## config.mk

```make
export PLATFORM = sky130hd
export DESIGN_NAME = char_lcd_command_sequencer_core
export DESIGN_NICKNAME = d
export VERILOG_FILES = /design/src/clcd_seq_pkg.sv /design/src/char_lcd_command_sequencer_core.sv
export SDC_FILE = /design/constraint.sdc
export NUM_CORES = 1
export LEC_CHECK = 0
export BUFFER_PORTS_ARGS = -buffer_cell sky130_fd_sc_hd__buf_2
export CAP_MARGIN = 10
export CORE_ASPECT_RATIO = 2
export CORE_MARGIN = 1
export CORE_UTILIZATION = 51
export DETAILED_ROUTE_END_ITERATION = 10
export HOLD_SLACK_MARGIN = 0.03
export PLACE_DENSITY = 0.76
export SYNTH_ARGS = -nofsm -noshare
export SYNTH_HDL_FRONTEND = slang
export SYNTH_SLANG_ARGS = --single-unit
```

## constraint.sdc

```tcl
create_clock -name clk -period 3.1 [get_ports clk]
set_input_delay 0.93 -clock clk [delete_from_list [all_inputs] [get_ports clk]]
set_output_delay 0.93 -clock clk [all_outputs]
set_load 0.01 [all_outputs]
```

## src/clcd_seq_pkg.sv

```systemverilog
// ----------------------------------------------------------------------------
// Character LCD command sequencer package
// Shared constants, control word types and the sequencer program ROM.
// ----------------------------------------------------------------------------
package clcd_seq_pkg;

    localparam int LINE_CHARS = 16;
    localparam int CNT_W = $clog2(LINE_CHARS + 1);
    localparam int MAX_RES = 16;
    localparam int PAD_W = $clog2(MAX_RES);

    localparam int ACTION_W = 3;
    localparam int BYTE_W = 8;
    localparam int BEFORE_W = 20;
    localparam int AFTER_W = 16;
    localparam int CFG_W = 20;
    localparam int CFG_IDX_W = 3;
    localparam int IN_DATA_W = 24;
    localparam int OUT_DATA_W = 48;

    localparam logic [BEFORE_W-1:0] POWERUP_MAX = BEFORE_W'(1000000);
    localparam logic [BYTE_W-1:0] CLEAR_CMD = 8'h01;
    localparam logic [BYTE_W-1:0] DDRAM_CMD = 8'h80;
    localparam logic [BYTE_W-1:0] SPACE_CHAR = 8'h20;
    localparam logic [3:0] COL_MAX = 4'hF;

    localparam logic [ACTION_W-1:0] ACT_INIT = 3'd0;
    localparam logic [ACTION_W-1:0] ACT_CLEAR = 3'd1;
    localparam logic [ACTION_W-1:0] ACT_CURSOR = 3'd2;
    localparam logic [ACTION_W-1:0] ACT_CHAR = 3'd3;
    localparam logic [ACTION_W-1:0] ACT_FINISH = 3'd4;

    localparam logic [CFG_IDX_W-1:0] CFG_CMD_DELAY = 3'd0;
    localparam logic [CFG_IDX_W-1:0] CFG_CLEAR_DELAY = 3'd1;
    localparam logic [CFG_IDX_W-1:0] CFG_POWERUP_DELAY = 3'd2;
    localparam logic [CFG_IDX_W-1:0] CFG_FUNCTION_SET = 3'd3;
    localparam logic [CFG_IDX_W-1:0] CFG_DISPLAY_CTRL = 3'd4;
    localparam logic [CFG_IDX_W-1:0] CFG_ENTRY_MODE = 3'd5;

    localparam int PROG_LEN = 9;
    localparam int PC_W = $clog2(PROG_LEN);

    localparam logic [PC_W-1:0] PC_INIT = PC_W'(0);
    localparam logic [PC_W-1:0] PC_CLEAR = PC_W'(5);
    localparam logic [PC_W-1:0] PC_CURSOR = PC_W'(6);
    localparam logic [PC_W-1:0] PC_CHAR = PC_W'(7);
    localparam logic [PC_W-1:0] PC_FINISH = PC_W'(8);

    typedef enum logic [2:0] {
        BSEL_FSET,
        BSEL_DCTL,
        BSEL_CLEAR,
        BSEL_ENTRY,
        BSEL_CURSOR,
        BSEL_CHAR,
        BSEL_SPACE
    } byte_sel_t;

    typedef enum logic [1:0] {
        OP_NEXT,
        OP_DONE,
        OP_PAD
    } seq_op_t;

    typedef enum logic [1:0] {
        CNT_KEEP,
        CNT_CLEAR,
        CNT_INC
    } cnt_op_t;

    typedef struct packed {
        logic      rs;
        byte_sel_t byte_sel;
        logic      before_pw;
        logic      after_clear;
        seq_op_t   op;
        cnt_op_t   cnt_op;
    } ctrl_word_t;

    function automatic ctrl_word_t prog_rom(input logic [PC_W-1:0] pc);
        ctrl_word_t w;
        w = '{rs: 1'b0, byte_sel: BSEL_CLEAR, before_pw: 1'b0, after_clear: 1'b1,
              op: OP_DONE, cnt_op: CNT_KEEP};
        unique case (pc)
            PC_W'(0): w = '{1'b0, BSEL_FSET, 1'b1, 1'b0, OP_NEXT, CNT_KEEP};
            PC_W'(1): w = '{1'b0, BSEL_FSET, 1'b0, 1'b0, OP_NEXT, CNT_KEEP};
            PC_W'(2): w = '{1'b0, BSEL_DCTL, 1'b0, 1'b0, OP_NEXT, CNT_KEEP};
            PC_W'(3): w = '{1'b0, BSEL_CLEAR, 1'b0, 1'b1, OP_NEXT, CNT_KEEP};
            PC_W'(4): w = '{1'b0, BSEL_ENTRY, 1'b0, 1'b0, OP_DONE, CNT_KEEP};
            PC_W'(5): w = '{1'b0, BSEL_CLEAR, 1'b0, 1'b1, OP_DONE, CNT_KEEP};
            PC_W'(6): w = '{1'b0, BSEL_CURSOR, 1'b0, 1'b0, OP_DONE, CNT_CLEAR};
            PC_W'(7): w = '{1'b1, BSEL_CHAR, 1'b0, 1'b0, OP_DONE, CNT_INC};
            PC_W'(8): w = '{1'b1, BSEL_SPACE, 1'b0, 1'b0, OP_PAD, CNT_INC};
            default: w = '{1'b0, BSEL_CLEAR, 1'b0, 1'b1, OP_DONE, CNT_KEEP};
        endcase
        return w;
    endfunction

endpackage

```

## src/char_lcd_command_sequencer_core.sv

```systemverilog
// A request's first bus write is issued once the request is registered in the step counter
// and the output register is free. Throughput: the step counter issues one control word per
// cycle into the output register unless a word waits on m_axis_tready; no new request is
// taken until the last word is issued. Full-line finishes and unused actions emit none.
// Reset: rst_n is asynchronous and active low; it restores the register defaults,
// clears the line character count and leaves the block idle with no pending write.
// ----------------------------------------------------------------------------
// Character LCD command sequencer core
// Turns display requests into instruction and data bus writes with their wait
// times, driven by a small microcode program with a step counter.
// ----------------------------------------------------------------------------
module char_lcd_command_sequencer_core (
    input  logic                                    clk,
    input  logic                                    rst_n,
    input  logic                                    cfg_we,
    input  logic [clcd_seq_pkg::CFG_IDX_W-1:0]      cfg_index,
    input  logic [clcd_seq_pkg::CFG_W-1:0]          cfg_wdata,
    input  logic                                    s_axis_tvalid,
    output logic                                    s_axis_tready,
    // line [7:0], column [15:8], char_code [23:16]
    input  logic [clcd_seq_pkg::IN_DATA_W-1:0]      s_axis_tdata,
    // action [2:0]
    input  logic [clcd_seq_pkg::ACTION_W-1:0]       s_axis_tuser,
    output logic                                    m_axis_tvalid,
    input  logic                                    m_axis_tready,
    // bus_byte [7:0], wait_before_us [27:8], wait_after_us [43:28], zero [47:44]
    output logic [clcd_seq_pkg::OUT_DATA_W-1:0]     m_axis_tdata,
    // reg_select [0]
    output logic                                    m_axis_tuser,
    output logic                                    m_axis_tlast
);

    logic [15:0] cmd_delay_reg;
    logic [15:0] clear_delay_reg;
    logic [19:0] powerup_delay_reg;
    logic [7:0]  function_set_reg;
    logic [7:0]  display_ctrl_reg;
    logic [7:0]  entry_mode_reg;

    logic                               busy_reg, busy_next;
    logic [clcd_seq_pkg::PC_W-1:0]      pc_reg, pc_next;
    logic [clcd_seq_pkg::PAD_W-1:0]     pad_cnt_reg, pad_cnt_next;
    logic [clcd_seq_pkg::CNT_W-1:0]     cnt_reg, cnt_next;

    logic       line_bit_reg;
    logic [3:0] col_reg;
    logic [7:0] char_reg;

    logic                                   m_valid_reg, m_valid_next;
    logic                                   m_rs_reg;
    logic                                   m_last_reg;
    logic [clcd_seq_pkg::BYTE_W-1:0]        m_byte_reg;
    logic [clcd_seq_pkg::BEFORE_W-1:0]      m_before_reg;
    logic [clcd_seq_pkg::AFTER_W-1:0]       m_after_reg;

    clcd_seq_pkg::ctrl_word_t           word;
    logic                               accept;
    logic                               action_ok;
    logic [clcd_seq_pkg::PC_W-1:0]      entry_pc;
    logic                               advance;
    logic                               line_full;
    logic                               skip;
    logic                               emit;
    logic                               is_last;
    logic [clcd_seq_pkg::BYTE_W-1:0]    byte_val;
    logic [clcd_seq_pkg::BEFORE_W-1:0]  before_val;
    logic [clcd_seq_pkg::AFTER_W-1:0]   after_val;
    logic [clcd_seq_pkg::BEFORE_W-1:0]  powerup_sat;
    logic [7:0]                         in_column;

    assign s_axis_tready = !busy_reg;
    assign accept = s_axis_tvalid && !busy_reg;
    assign in_column = s_axis_tdata[15:8];

    always_comb
    begin
        action_ok = 1'b1;
        entry_pc = clcd_seq_pkg::PC_INIT;
        unique case (s_axis_tuser)
            clcd_seq_pkg::ACT_INIT:   entry_pc = clcd_seq_pkg::PC_INIT;
            clcd_seq_pkg::ACT_CLEAR:  entry_pc = clcd_seq_pkg::PC_CLEAR;
            clcd_seq_pkg::ACT_CURSOR: entry_pc = clcd_seq_pkg::PC_CURSOR;
            clcd_seq_pkg::ACT_CHAR:   entry_pc = clcd_seq_pkg::PC_CHAR;
            clcd_seq_pkg::ACT_FINISH: entry_pc = clcd_seq_pkg::PC_FINISH;
            default:                  action_ok = 1'b0;
        endcase
    end

    assign powerup_sat = (powerup_delay_reg > clcd_seq_pkg::POWERUP_MAX) ?
                         clcd_seq_pkg::POWERUP_MAX : powerup_delay_reg;

    always_comb
    begin
        word = clcd_seq_pkg::prog_rom(pc_reg);
        line_full = (cnt_reg >= clcd_seq_pkg::CNT_W'(clcd_seq_pkg::LINE_CHARS));
        advance = busy_reg && (!m_valid_reg || m_axis_tready);
        skip = (word.op == clcd_seq_pkg::OP_PAD) && line_full;
        emit = advance && !skip;

        unique case (word.op)
            clcd_seq_pkg::OP_NEXT: is_last = 1'b0;
            clcd_seq_pkg::OP_DONE: is_last = 1'b1;
            clcd_seq_pkg::OP_PAD:
                is_last = (cnt_reg >= clcd_seq_pkg::CNT_W'(clcd_seq_pkg::LINE_CHARS - 1)) ||
                          (pad_cnt_reg == clcd_seq_pkg::PAD_W'(clcd_seq_pkg::MAX_RES - 1));
            default:               is_last = 1'b1;
        endcase

        unique case (word.byte_sel)
            clcd_seq_pkg::BSEL_FSET:   byte_val = function_set_reg;
            clcd_seq_pkg::BSEL_DCTL:   byte_val = display_ctrl_reg;
            clcd_seq_pkg::BSEL_CLEAR:  byte_val = clcd_seq_pkg::CLEAR_CMD;
            clcd_seq_pkg::BSEL_ENTRY:  byte_val = entry_mode_reg;
            clcd_seq_pkg::BSEL_CURSOR:
                byte_val = clcd_seq_pkg::DDRAM_CMD | {1'b0, line_bit_reg, 2'b00, col_reg};
            clcd_seq_pkg::BSEL_CHAR:   byte_val = char_reg;
            clcd_seq_pkg::BSEL_SPACE:  byte_val = clcd_seq_pkg::SPACE_CHAR;
            default:                   byte_val = clcd_seq_pkg::CLEAR_CMD;
        endcase

        before_val = word.before_pw ? powerup_sat : '0;
        after_val = word.after_clear ? clear_delay_reg : cmd_delay_reg;

        busy_next = busy_reg;
        pc_next = pc_reg;
        pad_cnt_next = pad_cnt_reg;
        cnt_next = cnt_reg;
        m_valid_next = m_valid_reg && !m_axis_tready;

        if (accept)
        begin
            busy_next = action_ok;
            pc_next = entry_pc;
            pad_cnt_next = '0;
        end
        else if (advance)
        begin
            if (skip || is_last)
            begin
                busy_next = 1'b0;
            end
            else if (word.op == clcd_seq_pkg::OP_NEXT)
            begin
                pc_next = pc_reg + 1'b1;
            end
            else
            begin
                pad_cnt_next = pad_cnt_reg + 1'b1;
            end
        end

        if (emit)
        begin
            m_valid_next = 1'b1;
            unique case (word.cnt_op)
                clcd_seq_pkg::CNT_KEEP:  cnt_next = cnt_reg;
                clcd_seq_pkg::CNT_CLEAR: cnt_next = '0;
                clcd_seq_pkg::CNT_INC:   cnt_next = line_full ? cnt_reg : cnt_reg + 1'b1;
                default:                 cnt_next = cnt_reg;
            endcase
        end
    end

    always_ff @(posedge clk or negedge rst_n)
    begin
        if (!rst_n)
        begin
            cmd_delay_reg <= 16'd40;
            clear_delay_reg <= 16'd2000;
            powerup_delay_reg <= 20'd100000;
            function_set_reg <= 8'h3C;
            display_ctrl_reg <= 8'h0C;
            entry_mode_reg <= 8'h06;
        end
        else if (cfg_we)
        begin
            unique case (cfg_index)
                clcd_seq_pkg::CFG_CMD_DELAY:     cmd_delay_reg <= cfg_wdata[15:0];
                clcd_seq_pkg::CFG_CLEAR_DELAY:   clear_delay_reg <= cfg_wdata[15:0];
                clcd_seq_pkg::CFG_POWERUP_DELAY: powerup_delay_reg <= cfg_wdata;
                clcd_seq_pkg::CFG_FUNCTION_SET:  function_set_reg <= cfg_wdata[7:0];
                clcd_seq_pkg::CFG_DISPLAY_CTRL:  display_ctrl_reg <= cfg_wdata[7:0];
                clcd_seq_pkg::CFG_ENTRY_MODE:    entry_mode_reg <= cfg_wdata[7:0];
                default:                         ;
            endcase
        end
    end

    always_ff @(posedge clk or negedge rst_n)
    begin
        if (!rst_n)
        begin
            busy_reg <= 1'b0;
            pc_reg <= '0;
            pad_cnt_reg <= '0;
            cnt_reg <= '0;
            m_valid_reg <= 1'b0;
        end
        else
        begin
            busy_reg <= busy_next;
            pc_reg <= pc_next;
            pad_cnt_reg <= pad_cnt_next;
            cnt_reg <= cnt_next;
            m_valid_reg <= m_valid_next;
        end
    end

    always_ff @(posedge clk)
    begin
        if (accept)
        begin
            line_bit_reg <= s_axis_tdata[0];
            col_reg <= (in_column > 8'(clcd_seq_pkg::COL_MAX)) ?
                       clcd_seq_pkg::COL_MAX : in_column[3:0];
            char_reg <= s_axis_tdata[23:16];
        end
        if (emit)
        begin
            m_rs_reg <= word.rs;
            m_byte_reg <= byte_val;
            m_before_reg <= before_val;
            m_after_reg <= after_val;
            m_last_reg <= is_last;
        end
    end

    assign m_axis_tvalid = m_valid_reg;
    assign m_axis_tuser = m_rs_reg;
    assign m_axis_tlast = m_last_reg;
    assign m_axis_tdata = {4'b0000, m_after_reg, m_before_reg, m_byte_reg};

    a_count_range: assert property (@(posedge clk) disable iff (!rst_n)
        cnt_reg <= clcd_seq_pkg::CNT_W'(clcd_seq_pkg::LINE_CHARS))
        else $error("line character count exceeds the line length");

    a_pc_range: assert property (@(posedge clk) disable iff (!rst_n)
        busy_reg |-> (pc_reg < clcd_seq_pkg::PC_W'(clcd_seq_pkg::PROG_LEN)))
        else $error("step counter outside the program");

    a_last_ends: assert property (@(posedge clk) disable iff (!rst_n)
        (emit && is_last) |=> !busy_reg)
        else $error("sequencer still busy after its final word");

    a_start: assert property (@(posedge clk) disable iff (!rst_n)
        (accept && action_ok) |=> (busy_reg && pc_reg == $past(entry_pc)))
        else $error("request did not start at its program entry");

    a_emit_slot: assert property (@(posedge clk) disable iff (!rst_n)
        emit |-> (!m_valid_reg || m_axis_tready))
        else $error("word issued over a pending word");

endmodule

```

Yosys cells after proc, flatten, opt, wreduce, memory -nomap -nowiden

Memory sizes are Yosys's and may differ from the RTL's.
Cells that the tools add are included.

Logic and storage cells: 102
Register bits: 150
Memory bits (read-only): 160
Memories kept: 1
Input port bits: 55
Output and inout port bits: 52

Eq/ne operators: 21
Bitwise gates (word level): 1
Reductions and logical operators: 32
Mux-type cells: 20
$add $sub $neg: 3
$lt $le $gt $ge: 4

Memory list:

| name             | depth | bits a word | rd ports | clocked after Yosys merged registers in | write ports | RTL line           | source |
|---|---|---|---|---|---|---|---|
| (name not given) | 16    | 10          | 1        | 0                                       | 0           | clcd_seq_pkg.sv:84 | `unique case (pc)` |

Operators with widths:

| cell                                                                                | count |
|---|---|
| 8-bit one-hot mux with 6 select lines                                               | 1 |
| 4-bit two-way mux                                                                   | 8 |
| 20-bit > comparator, second input constant                                          | 1 |
| 20-bit two-way mux                                                                  | 1 |
| 3-bit equality test, second input constant                                          | 6 |
| 16-bit two-way mux                                                                  | 1 |
| 4-bit one-hot mux with 4 select lines                                               | 1 |
| 3-bit by 2-bit equality test with 1-bit output, second input constant               | 5 |
| 2-bit AND reduction                                                                 | 7 |
| 5-bit one-hot mux with 2 select lines                                               | 1 |
| 3-bit by 1-bit equality test with 1-bit output, second input constant               | 3 |
| 3-bit logical NOT                                                                   | 3 |
| 3-bit AND reduction                                                                 | 3 |
| 4-bit by 1-bit adder with 4-bit output, second input constant                       | 2 |
| 8-bit by 4-bit > comparator with 1-bit output, second input constant                | 1 |
| 2-bit nonzero test                                                                  | 4 |
| 2-bit inequality test, second input constant                                        | 3 |
| 5-bit by 1-bit adder with 5-bit output, second input constant                       | 1 |
| 5-bit by 4-bit greater-or-equal comparator with 1-bit output, second input constant | 1 |
| 5-bit greater-or-equal comparator, second input constant                            | 1 |
| 1-bit logical AND                                                                   | 5 |
| 1-bit two-way mux                                                                   | 5 |
| 5-bit two-way mux                                                                   | 1 |
| 5-bit OR reduction                                                                  | 1 |
| 9 further kinds                                                                     | 15 |

Logic depth before layout (Yosys ltp)

Gate-level depths: netlist (run 1).

Word-level depth: 7
Mapped depth: 9
Depth with buffers taken out: 8

Worst setup path before layout (run 1)

OpenSTA, ideal clock, no wires.

Kind: input port to flip-flop
Start: input m_axis_tready
End: register cnt_reg[2] (netlist name)
Setup time: 0.066 ns
Path buffers: 0
Stages on the path: 6
Data required time: 3.034 ns
Arrival time: 3.064 ns
Setup slack: -0.030 ns
Path through: nand2b_1 -> nand3_2 -> inv_1 -> o21ai_2 -> or4b_1 -> nand2_1

Cells in the longest elaborated chain, start to end: 4

Ends and longest elaborated chain:

| what                          | RTL line                               | source |
|---|---|---|
| start, declared               | char_lcd_command_sequencer_core.sv:25  | `input logic m_axis_tready,` |
| 1-bit logical OR              | char_lcd_command_sequencer_core.sv:96  | `advance = busy_reg && (!m_valid_reg \|\| m_axis_tready);` |
| 1-bit logical AND             | char_lcd_command_sequencer_core.sv:96  |  |
| 1-bit logical AND             | char_lcd_command_sequencer_core.sv:98  | `emit = advance && !skip;` |
| net emit                      | char_lcd_command_sequencer_core.sv:63  | `logic emit;` |
| 3-bit AND reduction (no line) | --                                     |  |
| end signal, assigned          | char_lcd_command_sequencer_core.sv:204 | `cnt_reg <= cnt_next;` |
| end, declared                 | char_lcd_command_sequencer_core.sv:43  | `logic [clcd_seq_pkg::CNT_W-1:0] cnt_reg, cnt_next;` |

The timed path passes the listed nets, and every way through them passes these cells.
A chain may end at the register's enable or synchronous reset.

Worst setup path in the final report (run 1)

Start: register pc_reg[1] (netlist name)
End: register m_byte_reg[2] (netlist name), data pin

Cells in the longest elaborated chain, start to end: 3
Elaborated cells between the ends (all ways): 8
Classes of those cells: eq/ne: 5; mux: 1; reduce/logical: 1; memory: 1

Ends and longest elaborated chain:

| what                                              | RTL line                               | source |
|---|---|---|
| start, declared                                   | char_lcd_command_sequencer_core.sv:41  | `logic [clcd_seq_pkg::PC_W-1:0] pc_reg, pc_next;` |
| start signal, assigned                            | char_lcd_command_sequencer_core.sv:202 | `pc_reg <= pc_next;` |
| memory read 16 x 10 bit *                         | --                                     |  |
| 3-bit equality test, or another cell as far along | char_lcd_command_sequencer_core.sv:109 | `unique case (word.byte_sel)` |
| 8-bit one-hot mux with 6 select lines *           | char_lcd_command_sequencer_core.sv:109 |  |
| net byte_val (one bit)                            | char_lcd_command_sequencer_core.sv:65  | `logic [clcd_seq_pkg::BYTE_W-1:0] byte_val;` |
| end signal, assigned                              | char_lcd_command_sequencer_core.sv:221 | `m_byte_reg <= byte_val;` |
| end, declared                                     | char_lcd_command_sequencer_core.sv:52  | `logic [clcd_seq_pkg::BYTE_W-1:0] m_byte_reg;` |

The timed path passes the listed nets; every way through them passes the cells marked *.

==> flow_summary.ini, run 1 <==
[clock_network]
cts.sinks = 150
cts_tree = done
cts_made_buffers = 17
ctsHoldBuffers = 0
cts_max_path_buffers = 2
worst_skew_pair.late_latency_ps = 410
root_buffer = clkbuf_16
cts.htree.levels = 4
ctsResizeCount = 0
cts_setup_buffers = 0
path_clk_slew_ps = 60

[floorplanning]
rows = 58
io_pins = 107
die_h_um = 162.1
core_area_um2 = 12550
die_area_um2 = 13290
die_w_um = 82.03
initial_core_util = 0.5203

[timing]
fmax_mhz = 404.9
fin_skew_ps = 8.090
period_needed_ps = 2470
rsz0062_at_grt = false
tightestPinTransition_ps = 779.2
timing.hold.ws_ps = 502.7
slew_headroom = 0.4777
fin_crit_sh = 0.7967
final-setup-viol-count = 0
slew_viol_final = 0
setup_tns_ps = 0
hold_violations = 0

[layout]
fin_nets = 622
syn2layout_area_growth_pct = 19.71
nFillCells = 968
regArea_um2 = 4076
layout-drive-gt1-share = 0.4606
multiInputGateArea_um2 = 2311
diodes = 0

[status]
status = complete, no violations

[run]
maxCapViolCount = 0

[worst_setup_path]
path_max_fanout = 9
cp_num_buf_inv = 1
cp_top_family = compound AO/OA/AOI/OAI gates
cp-end-kind = flip-flop
max_stage_delay_ps = 510
critPathKind = flip-flop to flip-flop
cpMaxStageDelayCell = ha_1
cp.required_ps = 3300
arrival_ps = 2670
start_kind = flip-flop
path_cells = ha_1 -> inv_1 -> o31a_1 -> nor2_2 -> a22oi_1 -> o221ai_1

[routing]
drt_iter0_drc = 308
detail-route-antenna-nets = 0
wirelength_um = 13510
first_pass_iters = 4
via_count = 4128
routedWlPerCell_um = 18.73
avgViaCountPerCell = 5.725
drc = 0

[grt]
grtUsageTotal = 0.2229
grt_pass1_wl_um = 21760
antenna_found_initial = 0
grt_overflow = 0
grt_pass1_vias = 4333
grt_max_degree = 50

[pwr]
ir_drop_mv = 0.7295
power_density_nw_per_um2 = 981.8
p_leak_nw = 3.255

[logic_synthesis]
netlist-cell-type-count = 60
synthArstFlopShare = 0.6067
synthTopCellsByArea = edfxtp_1, dfrtp_1, mux2_2
synthCells = 453
seq_area_frac_synth = 0.6240
ys_seq_elements = 150
yosys_warnings = 0
yosysTopAreaCell = edfxtp_1
synth_top_area_frac = 0.2712
synth_edf_count = 59
netlist_area_um2 = 6533
syn_avg_cell_area_um2 = 14.42
yosys_most_used_dff = dfrtp_1

[min_path]
hp-class = flip-flop to flip-flop

[placement]
hpwl_um = 9507
gp_congestion = 0.8538
io_buffers = 95
## layout make-up
cell class              instances  area share
inverters                      12    0.006240
clock buffers                  21     0.05760
repair buffers                104     0.07296
clock inverters                11     0.02240
multi-input cells             273      0.2955
well taps                     150     0.02400
flip-flops and latches        150      0.5213
## per-layer routing
metal,vias up,part of all wire,GRT usage
met3,28,0.033,0.04382
li1,1896,-,-
met1,2103,0.36,0.2333
met4,0,0.030,0.1069
met5,-,0,0
met2,101,0.58,0.4072
## path summary, 6_finish.rpt
check                                                from                             end  slack (ps)  cells after the start
hold reg to reg            clear_delay_reg[0]$_DFFE_PN0P_  clear_delay_reg[0]$_DFFE_PN0P_         500                      1
setup reg to reg                    pc_reg[1]$_DFFE_PN0P_         m_byte_reg[2]$_DFFE_PP_         630                      6
min in group asynchronous                           rst_n          cnt_reg[1]$_DFFE_PN0P_         520                      1
setup / recovery                    pc_reg[1]$_DFFE_PN0P_         m_byte_reg[2]$_DFFE_PP_         630                      6
max in group asynchronous                           rst_n  clear_delay_reg[8]$_DFFE_PN1P_        1830                      2
hold / removal             clear_delay_reg[0]$_DFFE_PN0P_  clear_delay_reg[0]$_DFFE_PN0P_         500                      1
## report_power, final
part | total (mW) | leakage, nW | switching, mW | internal (mW)
Combinational | 2.29 | 1.32 | 1.30 | 0.988
Clock | 2.16 | 0.298 | 0.782 | 1.37
Sequential | 3.23 | 1.64 | 0.342 | 2.89
## per-stage QoR
stage | power (mW) | utilization | worst slack [ps] | area (um^2) | instances
after floorplan | 4.745 | - | 424.1 | 6548 | 456
after global placement | 5.441 | 0.5731 | 690.6 | 7194 | 689
after detailed placement | 5.548 | 0.5731 | 681.4 | 7194 | 689
after CTS | 7.728 | 0.6229 | 673.7 | 7820 | 721
after global routing | 8.084 | 0.6229 | 546.0 | 7820 | 721
final | 7.678 | 0.6229 | 630.2 | 7820 | 721
## cells in the mapped netlist (3+ instances only)
| library cell | number |
|---|---|
| nor3_1 | 4 |
| o21ai_2 | 3 |
| o31ai_1 | 5 |
| dfstp_2 | 22 |
| mux2_2 | 92 |
| nand2_1 | 17 |
| buf_4 | 5 |
| a22oi_1 | 7 |
| a21oi_1 | 4 |
| dfrtp_1 | 69 |
| and2_1 | 12 |
| ha_1 | 9 |
| a31oi_1 | 3 |
| edfxtp_1 | 59 |
| mux2i_1 | 7 |
| and3_1 | 5 |
| nand3_1 | 6 |
| buf_2 | 11 |
| nor2_1 | 15 |
| clkbuf_1 | 3 |
| inv_1 | 12 |
| o311ai_1 | 3 |
| o21ai_1 | 4 |
| o21ai_0 | 12 |
| nand3b_1 | 5 |
| nor4_1 | 4 |
| nand2b_1 | 6 |
| nand4b_1 | 3 |
## cell usage in the layout (no fill, tap or decap), types with 5 or more instances in the layout
cell,instances
o31ai_1,5
nand2b_1,6
nand3b_1,5
ha_1,9
nand2_1,17
inv_1,11
a22oi_1,7
dfstp_2,22
nand3_1,6
buf_4,8
and2_1,12
mux2i_1,7
buf_2,94
clkbuf_16,17
mux2_2,92
and3_1,5
nor2_1,15
o21ai_0,12
dfrtp_1,69
edfxtp_1,59
## cell families after synthesis
kind of cell    count (synthesis)  share of synthesized area
compound gates                 61                    0.06609
xor+xnor                        2                   0.002682
fa+ha+maj                       9                    0.01724
buf+inv                        33                    0.02624
flops                         150                     0.6240
mux                           101                     0.1728
other cells                     1                  0.0005741
simple gates                   96                    0.09041
(Power assumes the default switching activity.)
==> inputs of run 2 (changes only) <==
Settings changed: ABC_AREA set to 1, CORE_UTILIZATION 51 to 55, PLACE_DENSITY 0.76 to 0.78.
Clock period 3.1 ns to 2.49 ns, I/O delays scaled along.
==> run 2 against run 1 <==
Sequential cell count stayed put. Die area is 7.1% lower. Count of clock-buffer cells in the layout is 4 lower. Cell area is 0.59% lower. Sequential power is 18% higher. Critical path depth is 3 higher. Cell count is 33% higher. Combinational power is 14% higher. Fmax is 24% higher. Via count is 24% higher. Largest cell class unchanged. Highest routed layer unchanged.
==> flow_summary.ini, run 2 <==
[placement]
hpwl_um = 10140
post-place-ws_ps = 485.0
gp_congestion = 0.9583
io_buffers = 95

[clock_network]
root_buffer = clkbuf_16
worst_skew_pair.late_latency_ps = 420
cts_max_path_buffers = 2
cts.sinks = 150
cts_made_buffers = 17
cts.htree.levels = 4
cts_tree = done
path_clk_slew_ps = 60
ctsHoldBuffers = 0
ctsResizeCount = 0
cts_setup_buffers = 0

[worst_setup_path]
path_max_fanout = 12
cp_top_family = simple AND/OR/NAND/NOR gates
cp_num_buf_inv = 2
cpMaxStageDelayCell = nor3_2
cp-end-kind = flip-flop
arrival_ps = 2270
critPathKind = flip-flop to flip-flop
max_stage_delay_ps = 440
cp.required_ps = 2760
path_cells = inv_1 -> ha_1 -> inv_1 -> nor2_1 -> nand2_1 -> nand2_2 -> nor3_2 -> nand2_1 -> nand4_1
start_kind = flip-flop

[timing]
layout_setup_ws_ps = 491.9
period_needed_ps = 1998
slew_headroom = 0.5942
fmax_mhz = 500.5
rsz0062_at_grt = false
hold_violations = 0
slew_viol_final = 0
fin_skew_ps = 9.370
tightestPinTransition_ps = 602.4
final-setup-viol-count = 0
fin_crit_sh = 0.8025
timing.hold.ws_ps = 318.1
setup_tns_ps = 0

[grt]
grtUsageTotal = 0.2543
grt_pass1_vias = 5060
grt_max_degree = 45
antenna_found_initial = 0
grt_pass1_wl_um = 23430
grt_overflow = 0

[logic_synthesis]
netlist-cell-type-count = 32
yosys_warnings = 0
syn_avg_cell_area_um2 = 9.405
yosysTopAreaCell = edfxtp_1
synth.most_common_cell = nand2_1
synthTopCellsByArea = edfxtp_1, dfrtp_1, nand2_1
synthArstFlopShare = 0.6067
synthTopCellsByCount = nand2_1, o21ai_0, inv_1, dfrtp_1, edfxtp_1
seq_area_frac_synth = 0.6237
synth_edf_count = 59
yosys_most_used_dff = dfrtp_1
synthCells = 695
ys_seq_elements = 150
synth_top_area_frac = 0.2711
netlist_area_um2 = 6536

[layout]
syn2layout_area_growth_pct = 18.93
layout-drive-gt1-share = 0.2241
diodes = 0
layout_common_cells = nand2_1, buf_2, o21ai_0
final_common_cell = nand2_1
fin_nets = 863

[routing]
avgViaCountPerCell = 5.361
routedWlPerCell_um = 15.06
detail-route-antenna-nets = 0
first_pass_iters = 5
via_count = 5130
wirelength_um = 14410
drc = 0
drt_iter0_drc = 408

[pwr]
p_leak_nw = 3.780
ir_drop_mv = 0.6775
power_density_nw_per_um2 = 1153
total_power_mw = 8.960

[floorplanning]
io_pins = 107
core_area_um2 = 11630
die_w_um = 79.09
die_area_um2 = 12350
rows = 56
die_h_um = 156.2
initial_core_util = 0.5620

[min_path]
hp-class = primary input to asynchronous set/reset pin

[run]
maxCapViolCount = 0

[status]
status = complete, no violations
==> run 2: changes by cell type in the layout (fill, tap and decap cells not counted), moves of 9 or more <==
cell and delta:
nand2_1 +176, mux2_2 -92, o21ai_0 +71, inv_1 +70, nor2_1 +42, nand3_1 +39, and2_1 -12, nand4_1 +9
==> run 2: final timing paths <==
| check | depth (start not counted) | end | slack, ps | startpoint |
|---|---|---|---|---|
| setup / recovery | 9 | m_byte_reg[4]$_DFFE_PP_ | 490 | pc_reg[1]$_DFFE_PN0P_ |
| hold / removal | 1 | pad_cnt_reg[0]$_DFFE_PN0P_ | 320 | rst_n |
| setup reg to reg | 9 | m_byte_reg[4]$_DFFE_PP_ | 490 | pc_reg[1]$_DFFE_PN0P_ |
| hold reg to reg | 2 | cmd_delay_reg[12]$_DFFE_PN0P_ | 490 | cmd_delay_reg[12]$_DFFE_PN0P_ |
| max in group asynchronous | 2 | clear_delay_reg[9]$_DFFE_PN1P_ | 1480 | rst_n |
| min in group clk | 2 | cmd_delay_reg[12]$_DFFE_PN0P_ | 490 | cmd_delay_reg[12]$_DFFE_PN0P_ |
==> run 2: where the power goes <==
group	internal (mW)	total, mW	switching [mW]
sequential	3.51	3.82	0.307
combinational	0.862	2.61	1.75
clock	1.42	2.53	1.11
==> run 2: kinds of logic after synthesis <==
| family | after synthesis | synth area share |
|---|---|---|
| AND/OR/NAND/NOR | 325 | 0.2085 |
| flip-flops | 150 | 0.6237 |
| AO/OA/AOI/OAI | 99 | 0.07983 |
| adder cells (fa/ha/maj) | 9 | 0.01723 |
| buffers and inverters | 110 | 0.06891 |
| XOR/XNOR | 1 | 0.001340 |
| other | 1 | 0.0005737 |
==> run 2: cell type report <==
type | instances | area (um^2)
Sequential cell | 150 | 4076
Fill cell | 913 | 3857
Multi-Input combinational cell | 438 | 2021
Timing Repair Buffer | 106 | 585.6
Clock buffer | 17 | 425.4
Inverter | 86 | 322.8
Tap cell | 145 | 181.4
Clock inverter | 15 | 161.4
==> run 2: stage by stage <==
step,utilization,instances,cell area [um^2]
global route,0.6684,957,7774
floorplan,-,698,6548
finish,0.6684,957,7774
detailed placement,0.6179,925,7187
global placement,0.6179,925,7187
CTS,0.6684,957,7774
==> run 2: routing by layer <==
layer	wire length (um)	up-vias	part of all wire	GRT usage
met5	0	-	0	0
met3	754	39	0.052	0.05906
met2	7739	215	0.54	0.4495
li1	-	2447	-	-
met4	744	0	0.052	0.1662
met1	5170	2429	0.36	0.2617
==> run 2: worst reg2reg max path, delay by kind of cell (launching register included) <==
kind	cells	cell delay [ps]
fa+ha+maj	1	230
flops	1	420
simple gates	6	1020
buf+inv	2	170
